**src/rtl/itf_pkg.sv**
```systemverilog
// ----------------------------------------------------------------------------
// itf_pkg
// Shared types, field widths and character codes for the integer text
// formatter and its divide unit.
// ----------------------------------------------------------------------------
package itf_pkg;

  // payload field widths
  localparam int VALUE_W  = 64;
  localparam int RADIX_W  = 5;
  localparam int FLAGS_W  = 7;
  localparam int FIELD_W  = 6;
  localparam int CHAR_W   = 8;
  localparam int COUNT_W  = 6;
  localparam int DIGIT_W  = 4;

  // packed bus widths
  localparam int S_DATA_W = 96;
  localparam int M_DATA_W = 16;

  // position counters inside one formatted field
  localparam int POS_W    = 7;

  // quotient bits retired by the divide unit per cycle
  localparam int STEP_BITS = 8;

  // base limits
  localparam logic [RADIX_W-1:0] RADIX_MIN = 5'd8;
  localparam logic [RADIX_W-1:0] RADIX_MAX = 5'd16;

  // flag bit positions
  localparam int FLAG_SIGNED = 0;
  localparam int FLAG_UPPER  = 1;
  localparam int FLAG_PLUS   = 2;
  localparam int FLAG_SPACE  = 3;
  localparam int FLAG_ALT    = 4;
  localparam int FLAG_LEFT   = 5;
  localparam int FLAG_ZERO   = 6;

  // ascii codes
  localparam logic [CHAR_W-1:0] CH_NUL   = 8'h00;
  localparam logic [CHAR_W-1:0] CH_SPACE = 8'h20;
  localparam logic [CHAR_W-1:0] CH_PLUS  = 8'h2b;
  localparam logic [CHAR_W-1:0] CH_MINUS = 8'h2d;
  localparam logic [CHAR_W-1:0] CH_ZERO  = 8'h30;
  localparam logic [CHAR_W-1:0] CH_UA    = 8'h41;
  localparam logic [CHAR_W-1:0] CH_UX    = 8'h58;
  localparam logic [CHAR_W-1:0] CH_LA    = 8'h61;
  localparam logic [CHAR_W-1:0] CH_LX    = 8'h78;

  typedef logic [POS_W-1:0] pos_t;

  typedef enum logic [4:0] {
    ST_IDLE  = 5'b00001,
    ST_CHECK = 5'b00010,
    ST_DIV   = 5'b00100,
    ST_SETUP = 5'b01000,
    ST_EMIT  = 5'b10000
  } state_t;

  function automatic logic [CHAR_W-1:0] digit_char(input logic [DIGIT_W-1:0] d,
                                                   input logic upper);
    logic [CHAR_W-1:0] base_ch;
    base_ch = upper ? CH_UA : CH_LA;
    if (d < 4'd10) begin
      digit_char = CH_ZERO + CHAR_W'(d);
    end else begin
      digit_char = base_ch + CHAR_W'(d) - CHAR_W'(10);
    end
  endfunction

endpackage

```
**src/rtl/itf_divider.sv**
```systemverilog
// ----------------------------------------------------------------------------
// itf_divider
// Iterative divide of a 64-bit value by a small base; restoring long
// division retiring several quotient bits per cycle.
// ----------------------------------------------------------------------------
module itf_divider (
  input  logic                         clk,
  input  logic                         rst,
  input  logic                         start,
  input  logic [itf_pkg::VALUE_W-1:0]  dividend,
  input  logic [itf_pkg::RADIX_W-1:0]  divisor,
  output logic                         done,
  output logic [itf_pkg::VALUE_W-1:0]  quotient,
  output logic [itf_pkg::DIGIT_W-1:0]  remainder
);
  import itf_pkg::*;

  localparam int PASSES = VALUE_W / STEP_BITS;
  localparam int CNT_W  = $clog2(PASSES);

  logic                 running;
  logic [CNT_W-1:0]     cnt;
  logic [VALUE_W-1:0]   work;
  logic [DIGIT_W-1:0]   rem;
  logic [STEP_BITS-1:0] q_bits;
  logic [DIGIT_W-1:0]   rem_next;

  // one compare and subtract per quotient bit, msb first
  always_comb begin
    logic [RADIX_W-1:0] trial;
    rem_next = rem;
    q_bits   = '0;
    for (int i = 0; i < STEP_BITS; i++) begin
      trial = {rem_next, work[VALUE_W-1-i]};
      if (trial >= divisor) begin
        trial = trial - divisor;
        q_bits[STEP_BITS-1-i] = 1'b1;
      end
      rem_next = trial[DIGIT_W-1:0];
    end
  end

  always_ff @(posedge clk) begin
    if (rst) begin
      running <= 1'b0;
      done    <= 1'b0;
      cnt     <= '0;
    end else begin
      done <= 1'b0;
      if (start) begin
        running <= 1'b1;
        cnt     <= '0;
      end else if (running) begin
        cnt <= cnt + 1'b1;
        if (cnt == CNT_W'(PASSES - 1)) begin
          running <= 1'b0;
          done    <= 1'b1;
        end
      end
    end
  end

  always_ff @(posedge clk) begin
    if (start) begin
      work <= dividend;
      rem  <= '0;
    end else if (running) begin
      work <= {work[VALUE_W-STEP_BITS-1:0], q_bits};
      rem  <= rem_next;
    end
  end

  assign quotient  = work;
  assign remainder = rem;

endmodule

```
**src/rtl/integer_text_formatter.sv**
```systemverilog
// ----------------------------------------------------------------------------
// integer_text_formatter
// Formats one 64-bit integer as printf-style text, one character per
// output transfer.
// ----------------------------------------------------------------------------
// Usage:
//   Input stream (s_*): one transfer carries the value, base, flags, width
//   and precision. s_tready is high only while the block is idle; it stays
//   low from the accepted transfer until the last character is loaded.
//   Output stream (m_*): one transfer per character, m_tlast on the final
//   one, m_tuser high for a real character. Empty text gives one transfer
//   with m_tuser low and m_tlast high.
//   The digits come from the divide unit, which retires 8 quotient bits a
//   cycle; each digit takes a divide pass, a result step and a check. All
//   digits are produced before the first character, then one character
//   goes out per cycle while the receiver keeps up; up to 22 digits and
//   43 characters.
//   The output register lets the next item be accepted while the final
//   character still waits to be taken. A stalled receiver holds the
//   character in place and pauses the emission; nothing is dropped.
//   Reset clears the sequencer and the output valid; the block comes up idle.
// ----------------------------------------------------------------------------
module integer_text_formatter #(
  parameter int MAX_FIELD   = 40,
  parameter int DIGIT_STORE = 22
) (
  input  logic                          clk,
  input  logic                          rst,
  input  logic                          s_tvalid,
  output logic                          s_tready,
  // value[63:0], base[68:64], flags[75:69], width_given[76],
  // field_width[82:77], precision_given[83], precision[89:84], zeros above
  input  logic [itf_pkg::S_DATA_W-1:0]  s_tdata,
  output logic                          m_tvalid,
  input  logic                          m_tready,
  // character[7:0], char_count[13:8], zeros above
  output logic [itf_pkg::M_DATA_W-1:0]  m_tdata,
  output logic                          m_tlast,
  // char_valid[0]
  output logic                          m_tuser
);
  import itf_pkg::*;

  localparam int ADDR_W = (DIGIT_STORE > 1) ? $clog2(DIGIT_STORE) : 1;
  localparam int NUM_W  = $clog2(DIGIT_STORE + 1);

  // input field unpacking
  logic [VALUE_W-1:0] in_value;
  logic [RADIX_W-1:0] in_base;
  logic [FLAGS_W-1:0] in_flags;
  logic               in_wgiven;
  logic [FIELD_W-1:0] in_width;
  logic               in_pgiven;
  logic [FIELD_W-1:0] in_prec;

  assign in_value  = s_tdata[63:0];
  assign in_base   = s_tdata[68:64];
  assign in_flags  = s_tdata[75:69];
  assign in_wgiven = s_tdata[76];
  assign in_width  = s_tdata[82:77];
  assign in_pgiven = s_tdata[83];
  assign in_prec   = s_tdata[89:84];

  state_t             state;
  logic [VALUE_W-1:0] val;
  logic [RADIX_W-1:0] base;
  logic               upper, plus, space, alt, left, zero, neg, vnz;
  logic               wgiven, pgiven;
  logic [FIELD_W-1:0] width, prec;
  logic [NUM_W-1:0]   nd;
  logic [NUM_W-1:0]   dptr;
  logic [NUM_W-1:0]   dptr_next;
  logic [ADDR_W-1:0]  rd_addr;
  logic [DIGIT_W-1:0] rd_data;
  logic [DIGIT_W-1:0] digit_mem [DIGIT_STORE];
  pos_t               b0, b1, b2, b3, b4, total, k;

  logic [CHAR_W-1:0]  out_char;
  logic [COUNT_W-1:0] out_count;
  logic               out_cv, out_last;

  // divide unit
  logic               div_start, div_done;
  logic [VALUE_W-1:0] div_quot;
  logic [DIGIT_W-1:0] div_rem;

  logic               accept, digits_done, advance, is_digit, mem_we;
  logic [RADIX_W-1:0] base_clamped;
  logic [FIELD_W-1:0] width_sat, prec_sat;
  logic [CHAR_W-1:0]  char_sel;
  pos_t               k_inc;

  // field layout computed in the setup cycle
  pos_t nd_pos, prec_base, prec_eff, size, pad, lead, zeros, trail;
  logic sign_len, zfill;
  pos_t pfx_len;

  assign s_tready    = (state == ST_IDLE);
  assign accept      = s_tvalid && s_tready;
  assign digits_done = (val == '0) || (nd == NUM_W'(DIGIT_STORE));
  assign div_start   = (state == ST_CHECK) && !digits_done;
  assign mem_we      = (state == ST_DIV) && div_done;
  assign advance     = !m_tvalid || m_tready;
  assign k_inc       = k + 1'b1;
  assign is_digit    = (k >= b3) && (k < b4);

  always_comb begin
    if (in_base < RADIX_MIN) begin
      base_clamped = RADIX_MIN;
    end else if (in_base > RADIX_MAX) begin
      base_clamped = RADIX_MAX;
    end else begin
      base_clamped = in_base;
    end
    width_sat = (in_width > FIELD_W'(MAX_FIELD)) ? FIELD_W'(MAX_FIELD) : in_width;
    prec_sat  = (in_prec > FIELD_W'(MAX_FIELD)) ? FIELD_W'(MAX_FIELD) : in_prec;
  end

  itf_divider u_div (
    .clk       (clk),
    .rst       (rst),
    .start     (div_start),
    .dividend  (val),
    .divisor   (base),
    .done      (div_done),
    .quotient  (div_quot),
    .remainder (div_rem)
  );

  // layout: lead spaces, sign, prefix, zeros, digits, trailing spaces
  always_comb begin
    nd_pos    = POS_W'(nd);
    prec_base = pgiven ? POS_W'(prec) : POS_W'(1);
    prec_eff  = (prec_base < nd_pos) ? nd_pos : prec_base;
    sign_len  = neg || plus || space;
    if (vnz && alt && base == RADIX_MAX) begin
      pfx_len = POS_W'(2);
    end else if (vnz && alt && base == RADIX_MIN) begin
      pfx_len = POS_W'(1);
    end else begin
      pfx_len = '0;
    end
    size  = prec_eff + POS_W'(sign_len) + pfx_len;
    pad   = (wgiven && size < POS_W'(width)) ? POS_W'(width) - size : '0;
    zfill = !left && zero;
    lead  = (left || zfill) ? '0 : pad;
    zeros = prec_eff - nd_pos + (zfill ? pad : '0);
    trail = left ? pad : '0;
  end

  // character at position k
  always_comb begin
    priority if (k < b0) begin
      char_sel = CH_SPACE;
    end else if (k < b1) begin
      char_sel = neg ? CH_MINUS : (plus ? CH_PLUS : CH_SPACE);
    end else if (k < b2) begin
      char_sel = (k == b1) ? CH_ZERO : (upper ? CH_UX : CH_LX);
    end else if (k < b3) begin
      char_sel = CH_ZERO;
    end else if (k < b4) begin
      char_sel = digit_char(rd_data, upper);
    end else begin
      char_sel = CH_SPACE;
    end
  end

  // digits leave most significant first; read port is pointed one step ahead
  always_comb begin
    dptr_next = dptr;
    if (state == ST_SETUP) begin
      dptr_next = nd;
    end else if (state == ST_EMIT && advance && total != '0 && is_digit) begin
      dptr_next = dptr - 1'b1;
    end
    rd_addr = (dptr_next == '0) ? '0 : ADDR_W'(dptr_next - 1'b1);
  end

  always_ff @(posedge clk) begin
    if (mem_we) begin
      digit_mem[nd[ADDR_W-1:0]] <= div_rem;
    end
    rd_data <= digit_mem[rd_addr];
  end

  always_ff @(posedge clk) begin
    if (rst) begin
      state    <= ST_IDLE;
      m_tvalid <= 1'b0;
    end else begin
      if (state == ST_EMIT && advance) begin
        m_tvalid <= 1'b1;
      end else if (m_tready) begin
        m_tvalid <= 1'b0;
      end
      unique case (state)
        ST_IDLE: begin
          if (accept) begin
            state <= ST_CHECK;
          end
        end
        ST_CHECK: begin
          state <= digits_done ? ST_SETUP : ST_DIV;
        end
        ST_DIV: begin
          if (div_done) begin
            state <= ST_CHECK;
          end
        end
        ST_SETUP: begin
          state <= ST_EMIT;
        end
        ST_EMIT: begin
          if (advance) begin
            if (total == '0 || k_inc == total) begin
              state <= ST_IDLE;
            end
          end
        end
        default: begin
          state <= ST_IDLE;
        end
      endcase
    end
  end

  // datapath registers
  always_ff @(posedge clk) begin
    dptr <= dptr_next;
    if (accept) begin
      val    <= (in_flags[FLAG_SIGNED] && in_value[VALUE_W-1]) ? '0 - in_value : in_value;
      neg    <= in_flags[FLAG_SIGNED] && in_value[VALUE_W-1];
      vnz    <= (in_value != '0);
      base   <= base_clamped;
      upper  <= in_flags[FLAG_UPPER];
      plus   <= in_flags[FLAG_PLUS];
      space  <= in_flags[FLAG_SPACE];
      alt    <= in_flags[FLAG_ALT];
      left   <= in_flags[FLAG_LEFT];
      zero   <= in_flags[FLAG_ZERO];
      wgiven <= in_wgiven;
      width  <= width_sat;
      pgiven <= in_pgiven;
      prec   <= prec_sat;
      nd     <= '0;
    end
    if (mem_we) begin
      val <= div_quot;
      nd  <= nd + 1'b1;
    end
    if (state == ST_SETUP) begin
      b0    <= lead;
      b1    <= lead + POS_W'(sign_len);
      b2    <= lead + POS_W'(sign_len) + pfx_len;
      b3    <= lead + POS_W'(sign_len) + pfx_len + zeros;
      b4    <= lead + POS_W'(sign_len) + pfx_len + zeros + nd_pos;
      total <= lead + POS_W'(sign_len) + pfx_len + zeros + nd_pos + trail;
      k     <= '0;
    end
    if (state == ST_EMIT && advance) begin
      if (total == '0) begin
        // empty text: one marker transfer with no character
        out_char  <= CH_NUL;
        out_cv    <= 1'b0;
        out_last  <= 1'b1;
        out_count <= '0;
      end else begin
        out_char  <= char_sel;
        out_cv    <= 1'b1;
        out_last  <= (k_inc == total);
        out_count <= k_inc[COUNT_W-1:0];
        k         <= k_inc;
      end
    end
  end

  assign m_tdata = {{(M_DATA_W - CHAR_W - COUNT_W){1'b0}}, out_count, out_char};
  assign m_tlast = out_last;
  assign m_tuser = out_cv;

endmodule

```
**config.mk**
```make
export PLATFORM = sky130hd
export DESIGN_NAME = integer_text_formatter
export DESIGN_NICKNAME = d
export VERILOG_FILES = /design/src/rtl/itf_pkg.sv /design/src/rtl/itf_divider.sv /design/src/rtl/integer_text_formatter.sv
export SDC_FILE = /design/constraint.sdc
export NUM_CORES = 1
export LEC_CHECK = 0
export ABC_CLOCK_PERIOD_IN_PS = 13700
export CELL_PAD_IN_SITES_DETAIL_PLACEMENT = 2
export CELL_PAD_IN_SITES_GLOBAL_PLACEMENT = 2
export CORE_MARGIN = 10
export CORE_UTILIZATION = 43
export CTS_CLUSTER_DIAMETER = 200
export DETAILED_ROUTE_END_ITERATION = 10
export DONT_BUFFER_PORTS = 1
export PLACE_DENSITY_LB_ADDON = 0.1
export SLEW_MARGIN = 25
export SYNTH_ARGS = -nofsm -noshare
export SYNTH_HDL_FRONTEND = slang
export SYNTH_SLANG_ARGS = --single-unit
```
**constraint.sdc**
```tcl
create_clock -name clk -period 13.7 [get_ports clk]
set_input_delay 0.685 -clock clk [delete_from_list [all_inputs] [get_ports clk]]
set_output_delay 0.685 -clock clk [all_outputs]
set_load 0.05 [all_outputs]
```
==> impl_metrics.env, run 1 <==
export IMPL_drt_pass1_iterations=5
export IMPL_critPathMostFrequentCell="nand2b_1"
export IMPL_r2r_slack_ps=530
export IMPL_htreeDepth=2
export IMPL_drtIter0Drc=882
export IMPL_ys_seq_area_frac=0.4972
export IMPL_hold_viol=0
export IMPL_hold_path_class="in -> reg"
export IMPL_port_buffers=0
export IMPL_place_area_sq_um=20280
export IMPL_initial_utilization=0.4343
export IMPL_synth_distinct_cells=82
export IMPL_grt_usage=0.2182
export IMPL_finalCritPeriodShare=0.9615
export IMPL_rows=78
export IMPL_place_hpwl_um=43850
export IMPL_die_width_um=233.9
export IMPL_dieHeight_um=233.9
export IMPL_vias=13830
export IMPL_worst_r2r_cell_count=69
export IMPL_antenna_left=0
export IMPL_insertion_delay_ps=560
export IMPL_worstSetupStartpointType="register"
export IMPL_end_kind="register"
export IMPL_maxCapViolCount=0
export IMPL_nets=2036
export IMPL_fmaxAchievable_mhz=75.91
export IMPL_hold_path_end="state[2]"
export IMPL_ys_warn_count=0
export IMPL_hp_start="rst"
export IMPL_slowest_stage="edfxtp_1"
export IMPL_die_area_sq_um=54690
export IMPL_grt_remaining_overflow=0
export IMPL_cts_root_buffer="clkbuf_16"
export IMPL_grt_pass1_wl_um=92050
export IMPL_area_growth_pct=10.09
export IMPL_fin_ws_ps=527.1
export IMPL_cpPeakStageDelay_ps=390
export IMPL_cts_made_buffers=39
export IMPL_final_util=0.4781
export IMPL_antenna_found_initial=0
export IMPL_synth_seq_cells=336
export IMPL_core_sq_um=45280
export IMPL_holdPathStages=1
export IMPL_syn_inst=1783
export IMPL_async_flop_share=0
export IMPL_grt_max_degree=76
export IMPL_final_area_sq_um=21650
export IMPL_drv_slew=0
export IMPL_drive_gt1_frac=0.1125
export IMPL_criticalPathCategory="reg -> reg"
export IMPL_drc_errors=0
export IMPL_ctsHoldBuffers=0
export IMPL_syn_avg_cell_area_sq_um=11.03
export IMPL_worstMarginPinSlew_ps=1069
export IMPL_arrival_ps=13480
export IMPL_setup_tns_ps=0
export IMPL_status="finished clean"
export IMPL_r2r_end="u_div.quotient[0]"
export IMPL_synth_edff_count=305
export IMPL_clk_pin_slew_ps=60
export IMPL_cp_max_fo=10
export IMPL_pre_cts_ws_ps=71.41
export IMPL_min_period_ps=13170
export IMPL_setup_viol=0
export IMPL_required_ps=14010
export IMPL_grt_pass1_vias=15520
export IMPL_ys_flop_type="edfxtp_1"
export IMPL_wire_per_inst_um=24.92
export IMPL_skew_ps=17.64
export IMPL_r2r_start="base[1]"
export IMPL_diodes=0
export IMPL_place_gp_congestion=0.8185
export IMPL_io_pins=120
export IMPL_drt_total_wl_um=60380
export IMPL_clock_sinks=336
export IMPL_synth_cell_area_sq_um=19670
export IMPL_vias_per_cell=5.707
export IMPL_tritoncts="yes"
export IMPL_max_slew_margin=0.2786
export IMPL_clk_path_buf_depth=3
## cell usage in the layout, fill, tap and decap left out, drive strengths merged, types with 43 or more instances in the layout
cell type | Yosys | routed
ha | 117 | 117
clkbuf | 41 | 53
xnor2 | 87 | 87
a21oi | 83 | 83
xor2 | 43 | 43
edfxtp | 305 | 305
o21ai | 116 | 116
inv | 134 | 137
mux2 | 86 | 86
nor2 | 137 | 137
nand2 | 162 | 162
## layer usage
metal / vias to the layer above / track usage / share of wire
met1: 7067 / 0.2494 / 0.40
met4: 0 / 0.06249 / 0.026
met3: 90 / 0.04605 / 0.046
met2: 226 / 0.4024 / 0.53
li1: 6445 / - / -
met5: - / 0 / 0
## repair_timing
item | CTS | global route
endpoints found under the hold margin | 0 | 0
cloned | 0 | 0
resized for setup | 1 | 23
buffers inserted | 0 | 10
pin swaps | 0 | 1
endpoints found under the setup margin | 4 | 5
## worst max-delay path: cells and delay by family (launching register included)
kind / cells / cell delay [ps]
AO/OA/AOI/OAI: 28 / 5020
AND/OR/NAND/NOR: 18 / 2470
multiplexers: 7 / 2380
adder cells (fa/ha/maj): 8 / 1940
buffers and inverters: 8 / 690
flip-flops: 1 / 390
## cell type report
type / instances / area (sq um)
fill: 4610 / 23630
sequential: 336 / 9779
multi-input combinational: 1254 / 9176
clock buffer: 53 / 1059
tap: 600 / 750.7
inverter: 135 / 506.7
timing repair buffer: 28 / 242.7
clock inverter: 17 / 137.6
## flip-flops by register name, indices dropped and copies added, names as in the netlist, 5 cells and up
name / cells
out_count: 6
width: 6
b3: 7
b1: 7
base: 5
out_char: 7
dptr: 5
b2: 7
b0: 7
prec: 6
u_div.quotient: 64
k: 7
digit_mem: 88
val: 64
total: 7
state: 5
nd: 5
b4: 7
## per-stage QoR
| step | hold WS, ps | cells |
|---|---|---|
| 3_3_place_gp | 511.3 | 2342 |
| 2_1_floorplan | 501.8 | 1785 |
| 3_5_place_dp | 542.6 | 2342 |
| 6_report | 199.4 | 2423 |
| 4_1_cts | 173.2 | 2412 |
| 5_1_grt | 185.7 | 2423 |
## cells in the mapped netlist (all sizes together) (12+ instances only)
library cell,instances,area share
edfxtp,305,0.47
nand2,162,0.031
nor2,137,0.026
inv,134,0.026
ha,117,0.074
o21ai,116,0.030
xnor2,87,0.039
mux2,86,0.049
a21oi,83,0.021
xor2,43,0.019
clkbuf,41,0.0078
nand3,37,0.0099
nor4,37,0.013
nor3,36,0.0094
dfxtp,31,0.032
a21o,29,0.011
nand2b,26,0.0087
fa,25,0.025
mux2i,25,0.013
and2,23,0.0073
nor2b,22,0.0070
buf,19,0.0064
nand4,16,0.0054
or3,12,0.0041
## kinds of logic after synthesis
logic type               Yosys count  synth area share
other                              1         0.0001907
XOR/XNOR                         132           0.06018
buffers and inverters            195           0.04001
AO/OA/AOI/OAI                    322            0.1058
flip-flops                       336            0.4972
multiplexers                     111           0.06196
adder cells (fa/ha/maj)          142           0.09988
AND/OR/NAND/NOR                  544            0.1347
## worst max-delay path by stage
| stage | from | end | slack (ps) | cells past startpoint |
|---|---|---|---|---|
| after floorplan | base[1] | u_div.quotient[0] | 1410 | 70 |
| after global placement | base[1] | u_div.remainder[2] | 850 | 70 |
| after detailed placement | base[1] | u_div.remainder[2] | 70 | 70 |
| after CTS | base[1] | u_div.remainder[2] | 50 | 70 |
| after global routing | base[1] | u_div.remainder[0] | -380 | 72 |
| final | base[1] | u_div.quotient[0] | 530 | 69 |
Power of run 1 is not shown: default switching activity piles up to over one toggle a cycle in this logic, so the estimate is an artifact.
==> run 2: changes to the inputs <==
--- a/config.mk
+++ b/config.mk
@@ -6,7 +6,8 @@
 export NUM_CORES = 1
 export LEC_CHECK = 0
 export ABC_CLOCK_PERIOD_IN_PS = 13700
-export CELL_PAD_IN_SITES_DETAIL_PLACEMENT = 2
+export CAP_MARGIN = 30
+export CELL_PAD_IN_SITES_DETAIL_PLACEMENT = 1
 export CELL_PAD_IN_SITES_GLOBAL_PLACEMENT = 2
 export CORE_MARGIN = 10
 export CORE_UTILIZATION = 43
==> impl_metrics.env, run 2 (synthesis gave the netlist of run 1 again) <==
export IMPL_antenna_left=0
export IMPL_clk_pin_slew_ps=60
export IMPL_nets=2038
export IMPL_drv_slew=0
export IMPL_finalNonFillerCells=2427
export IMPL_p_clk_frac=0.150
export IMPL_max_slew_margin=0.3701
export IMPL_slowest_stage="edfxtp_1"
export IMPL_use_met3=0.03964
export IMPL_p_sw_frac=0.4047
export IMPL_combPwrFrac=0.634
export IMPL_cts_made_buffers=40
export IMPL_powerDensity_nw_per_um2=312.7
export IMPL_vias_per_cell=5.499
export IMPL_worstSetupStartpointType="register"
export IMPL_whs_ps=190.4
export IMPL_grt_remaining_overflow=0
export IMPL_initial_utilization=0.4343
export IMPL_insertion_delay_ps=570
export IMPL_wire_per_inst_um=21.90
export IMPL_maxCapViolCount=0
export IMPL_final_area_sq_um=21640
export IMPL_clock_sinks=336
export IMPL_core_sq_um=45280
export IMPL_setup_viol=0
export IMPL_arrival_ps=13090
export IMPL_final_common_cell="edfxtp_1"
export IMPL_use_met1=0.2368
export IMPL_rows=78
export IMPL_tritoncts="yes"
export IMPL_p_int_w=0.004027
export IMPL_drt_pass1_iterations=4
export IMPL_grt_pass1_vias=14260
export IMPL_cpLargestDelayFamily="compound AO/OA/AOI/OAI gates"
export IMPL_clk_path_buf_depth=3
export IMPL_ir_drop_mv=0.5470
export IMPL_drc_errors=0
export IMPL_io_pins=120
export IMPL_p_leak_nw=8.041
export IMPL_hold_viol=0
export IMPL_layout_common_cells="edfxtp_1, nand2_1, nor2_1"
export IMPL_skew_ps=40.99
export IMPL_port_buffers=0
export IMPL_ctsHoldBuffers=0
export IMPL_largest_reg_flops=88
export IMPL_drtIter0Drc=643
export IMPL_status="finished clean"
export IMPL_area_growth_pct=10.01
export IMPL_worstMarginPinSlew_ps=944.8
export IMPL_place_hpwl_um=39030
export IMPL_die_area_sq_um=54690
export IMPL_grt_usage=0.1944
export IMPL_place_area_sq_um=20310
export IMPL_min_period_ps=12670
export IMPL_busiest_layer="met2"
export IMPL_die_width_um=233.9
export IMPL_seqPwrFrac=0.216
export IMPL_critPathMostFrequentCell="o21ai_0"
export IMPL_drt_total_wl_um=53150
export IMPL_drive_gt1_frac=0.1149
export IMPL_cts_root_buffer="clkbuf_16"
export IMPL_finalCritPeriodShare=0.9248
export IMPL_grt_max_degree=65
export IMPL_vias=13350
export IMPL_required_ps=14120
export IMPL_end_kind="register"
export IMPL_htreeDepth=2
export IMPL_cpPeakStageDelay_ps=380
export IMPL_grt_pass1_wl_um=82550
export IMPL_dieHeight_um=233.9
export IMPL_place_gp_congestion=0.8185
export IMPL_hold_path_class="in -> reg"
export IMPL_dp_cells=2343
export IMPL_antenna_found_initial=0
export IMPL_cp_max_fo=10
export IMPL_diodes=0
export IMPL_criticalPathCategory="reg -> reg"
export IMPL_cp_num_buf_inv=8
export IMPL_fmaxAchievable_mhz=78.93
export IMPL_grtUsageMet2=0.3448
export IMPL_net_switching_power_w=0.002738
run 2: per-stage QoR:
step	worst slack, ps	total power (W)	util	setup TNS, ps
after floorplan	1410	0.004670	-	0
after global placement	849.5	0.005450	0.4478	0
after detailed placement	474.6	0.005625	0.4484	0
after CTS	409.9	0.006702	0.4757	0
after global routing	-112.1	0.007418	0.4778	-175.5
final	1031	0.006765	0.4778	0
run 2: final timing paths:
| check | from | endpoint | slack (ps) | cells past startpoint |
|---|---|---|---|---|
| min reg2reg | u_div.cnt[1] | u_div.cnt[1] | 530 | 2 |
| min | rst | state[2] | 190 | 1 |
| max | base[1] | u_div.remainder[2] | 1030 | 69 |
| max reg2reg | base[1] | u_div.remainder[2] | 1030 | 69 |
run 2: area by class of cell:
type	instances	area, sq um
Fill cell	4873	23650
Multi-Input combinational cell	1254	9124
Inverter	135	506.7
Timing Repair Buffer	29	239.0
Clock buffer	53	1070
Tap cell	600	750.7
Sequential cell	336	9779
Clock inverter	20	166.4
run 2: per-layer routing:
metal / vias to the layer above / wire length, um
met5: - / 0
met4: 0 / 1078
met3: 66 / 2309
met2: 185 / 26790
met1: 6640 / 22960
li1: 6456 / -
run 2: timing repair:
action | 4_1_cts | 5_1_grt
buffers inserted | 0 | 10
endpoints found under the setup margin | 0 | 5
resized for setup | 0 | 7
run 2: power groups by stage:
stage                     Clock [W]  Combinational (W)  Sequential, W
after detailed placement          0            0.00414        0.00148
after CTS                   0.00104            0.00420        0.00146
final                       0.00101            0.00429        0.00146
after floorplan                   0            0.00320        0.00147
after global placement            0            0.00397        0.00148
after global routing        0.00108            0.00486        0.00147
Power figures use the tool's default switching activity.
==> run 3: changes to the inputs <==
--- a/config.mk
+++ b/config.mk
@@ -9,9 +9,9 @@
 export CAP_MARGIN = 30
 export CELL_PAD_IN_SITES_DETAIL_PLACEMENT = 1
 export CELL_PAD_IN_SITES_GLOBAL_PLACEMENT = 2
-export CORE_MARGIN = 10
 export CORE_UTILIZATION = 43
 export CTS_CLUSTER_DIAMETER = 200
+export CTS_CLUSTER_SIZE = 14
 export DETAILED_ROUTE_END_ITERATION = 10
 export DONT_BUFFER_PORTS = 1
 export PLACE_DENSITY_LB_ADDON = 0.1
==> impl_metrics.env, run 3 (synthesis gave the netlist of run 1 again) <==
export IMPL_critPathMostFrequentCell="o21ai_0"
export IMPL_slowest_stage="edfxtp_1"
export IMPL_final_common_cell="edfxtp_1"
export IMPL_min_period_ps=12740
export IMPL_port_buffers=0
export IMPL_io_pins=120
export IMPL_place_gp_congestion=0.8065
export IMPL_largest_reg_flops=88
export IMPL_place_hpwl_um=38600
export IMPL_rows=77
export IMPL_cts_made_buffers=27
export IMPL_whs_ps=175.7
export IMPL_wire_per_inst_um=21.69
export IMPL_busiest_layer="met2"
export IMPL_drt_total_wl_um=52020
export IMPL_nets=2026
export IMPL_max_slew_margin=0.3885
export IMPL_cpPeakStageDelay_ps=400
export IMPL_clk_path_buf_depth=3
export IMPL_p_leak_nw=7.813
export IMPL_multi_input_area_sq_um=9134
export IMPL_clock_sinks=336
export IMPL_grt_max_degree=74
export IMPL_grt_remaining_overflow=0
export IMPL_grtUsageMet2=0.4039
export IMPL_dp_cells=2335
export IMPL_insertion_delay_ps=580
export IMPL_use_met3=0.03171
export IMPL_cts_root_buffer="clkbuf_16"
export IMPL_register_area_sq_um=9779
export IMPL_status="finished clean"
export IMPL_finalCritPeriodShare=0.9303
export IMPL_area_growth_pct=7.812
export IMPL_skew_ps=11.47
export IMPL_worstSetupStartpointType="register"
export IMPL_drt_pass1_iterations=4
export IMPL_fmaxAchievable_mhz=78.46
export IMPL_vias=13220
export IMPL_initial_utilization=0.4400
export IMPL_drv_slew=0
export IMPL_criticalPathCategory="reg -> reg"
export IMPL_clk_pin_slew_ps=80
export IMPL_antenna_left=0
export IMPL_htreeDepth=1
export IMPL_cp_max_fo=8
export IMPL_die_area_sq_um=46600
export IMPL_maxCapViolCount=0
export IMPL_drtIter0Drc=732
export IMPL_hold_path_class="in -> reg"
export IMPL_drive_gt1_frac=0.1008
export IMPL_hold_viol=0
export IMPL_powerDensity_nw_per_um2=308.2
export IMPL_grt_pass1_wl_um=81160
export IMPL_cpLargestDelayFamily="compound AO/OA/AOI/OAI gates"
export IMPL_nFillCells=4845
export IMPL_setup_viol=0
export IMPL_grt_pass1_vias=14060
export IMPL_required_ps=14150
export IMPL_arrival_ps=13200
export IMPL_worstMarginPinSlew_ps=917.2
export IMPL_antenna_found_initial=2
export IMPL_end_kind="register"
export IMPL_finalNonFillerCells=2398
export IMPL_drc_errors=0
export IMPL_ir_drop_mv=0.5830
export IMPL_dieHeight_um=215.9
export IMPL_core_sq_um=44700
export IMPL_die_width_um=215.9
export IMPL_cp_num_buf_inv=8
export IMPL_use_met1=0.2809
export IMPL_vias_per_cell=5.514
export IMPL_layout_common_cells="edfxtp_1, nand2_1, nor2_1"
export IMPL_grt_usage=0.2235
export IMPL_tritoncts="yes"
==> run 3: cell count changes in the layout (fill, tap and decap cells not counted), sizes merged <==
| cell | delta |
|---|---|
| bufinv | -2 |
| clkinvlp | -1 |
| diode | +1 |
| clkbuf | -3 |
| clkinv | -16 |
==> run 3: routing by layer <==
| metal | share of wire | vias up |
|---|---|---|
| met4 | 0.018 | 0 |
| met3 | 0.039 | 52 |
| met5 | 0 | - |
| met2 | 0.51 | 215 |
| li1 | - | 6414 |
| met1 | 0.43 | 6541 |
==> run 3: path summary, 6_finish.rpt <==
check	endpoint	slack (ps)	depth (start not counted)	start
max	u_div.remainder[2]	960	70	base[2]
min	u_div.running	180	1	rst
max reg2reg	u_div.remainder[2]	960	70	base[2]
min reg2reg	u_div.cnt[2]	530	2	u_div.cnt[2]
==> run 3: worst reg2reg max path, delay by kind of cell (launching register included) <==
kind | cells | cell delay, ps
compound gates | 28 | 4900
fa+ha+maj | 8 | 1960
buf+inv | 8 | 660
flops | 1 | 400
mux | 7 | 2160
simple gates | 19 | 2510
==> run 3: report_power, final <==
group          internal [W]  total, W  leakage [nW]  switching [W]
Clock              0.000375  0.000749         0.368       0.000374
Sequential          0.00140   0.00146          3.07      0.0000638
Combinational       0.00207   0.00433          4.38        0.00226
Total               0.00384   0.00654          7.81        0.00270
==> run 3: metrics by stage <==
stage	utilization	total power (W)	area (sq um)	setup slack (ps)	TNS [ps]
after floorplan	-	0.004670	19680	1410	0
after global placement	0.4533	0.005463	20260	959.3	0
after detailed placement	0.4545	0.005587	20320	549.7	0
after CTS	0.4719	0.006370	21100	547.7	0
after global routing	0.4743	0.007102	21200	-58.19	-97.64
final	0.4743	0.006536	21200	955.3	0
==> run 3: cell type report <==
type                            instances  share of cell area
Clock inverter                          1           0.0009441
Antenna cell                            1           0.0001180
Multi-Input combinational cell       1254              0.4308
Sequential cell                       336              0.4612
Timing Repair Buffer                   30             0.01239
Inverter                              135             0.02390
Clock buffer                           49             0.03576
Tap cell                              592             0.03493
==> run 3: repair_timing <==
action                     4_1_cts  5_1_grt
setup endpoints to repair        0        5
gates resized for setup          0        6
hold buffers                     0        0
setup buffers                    0       10
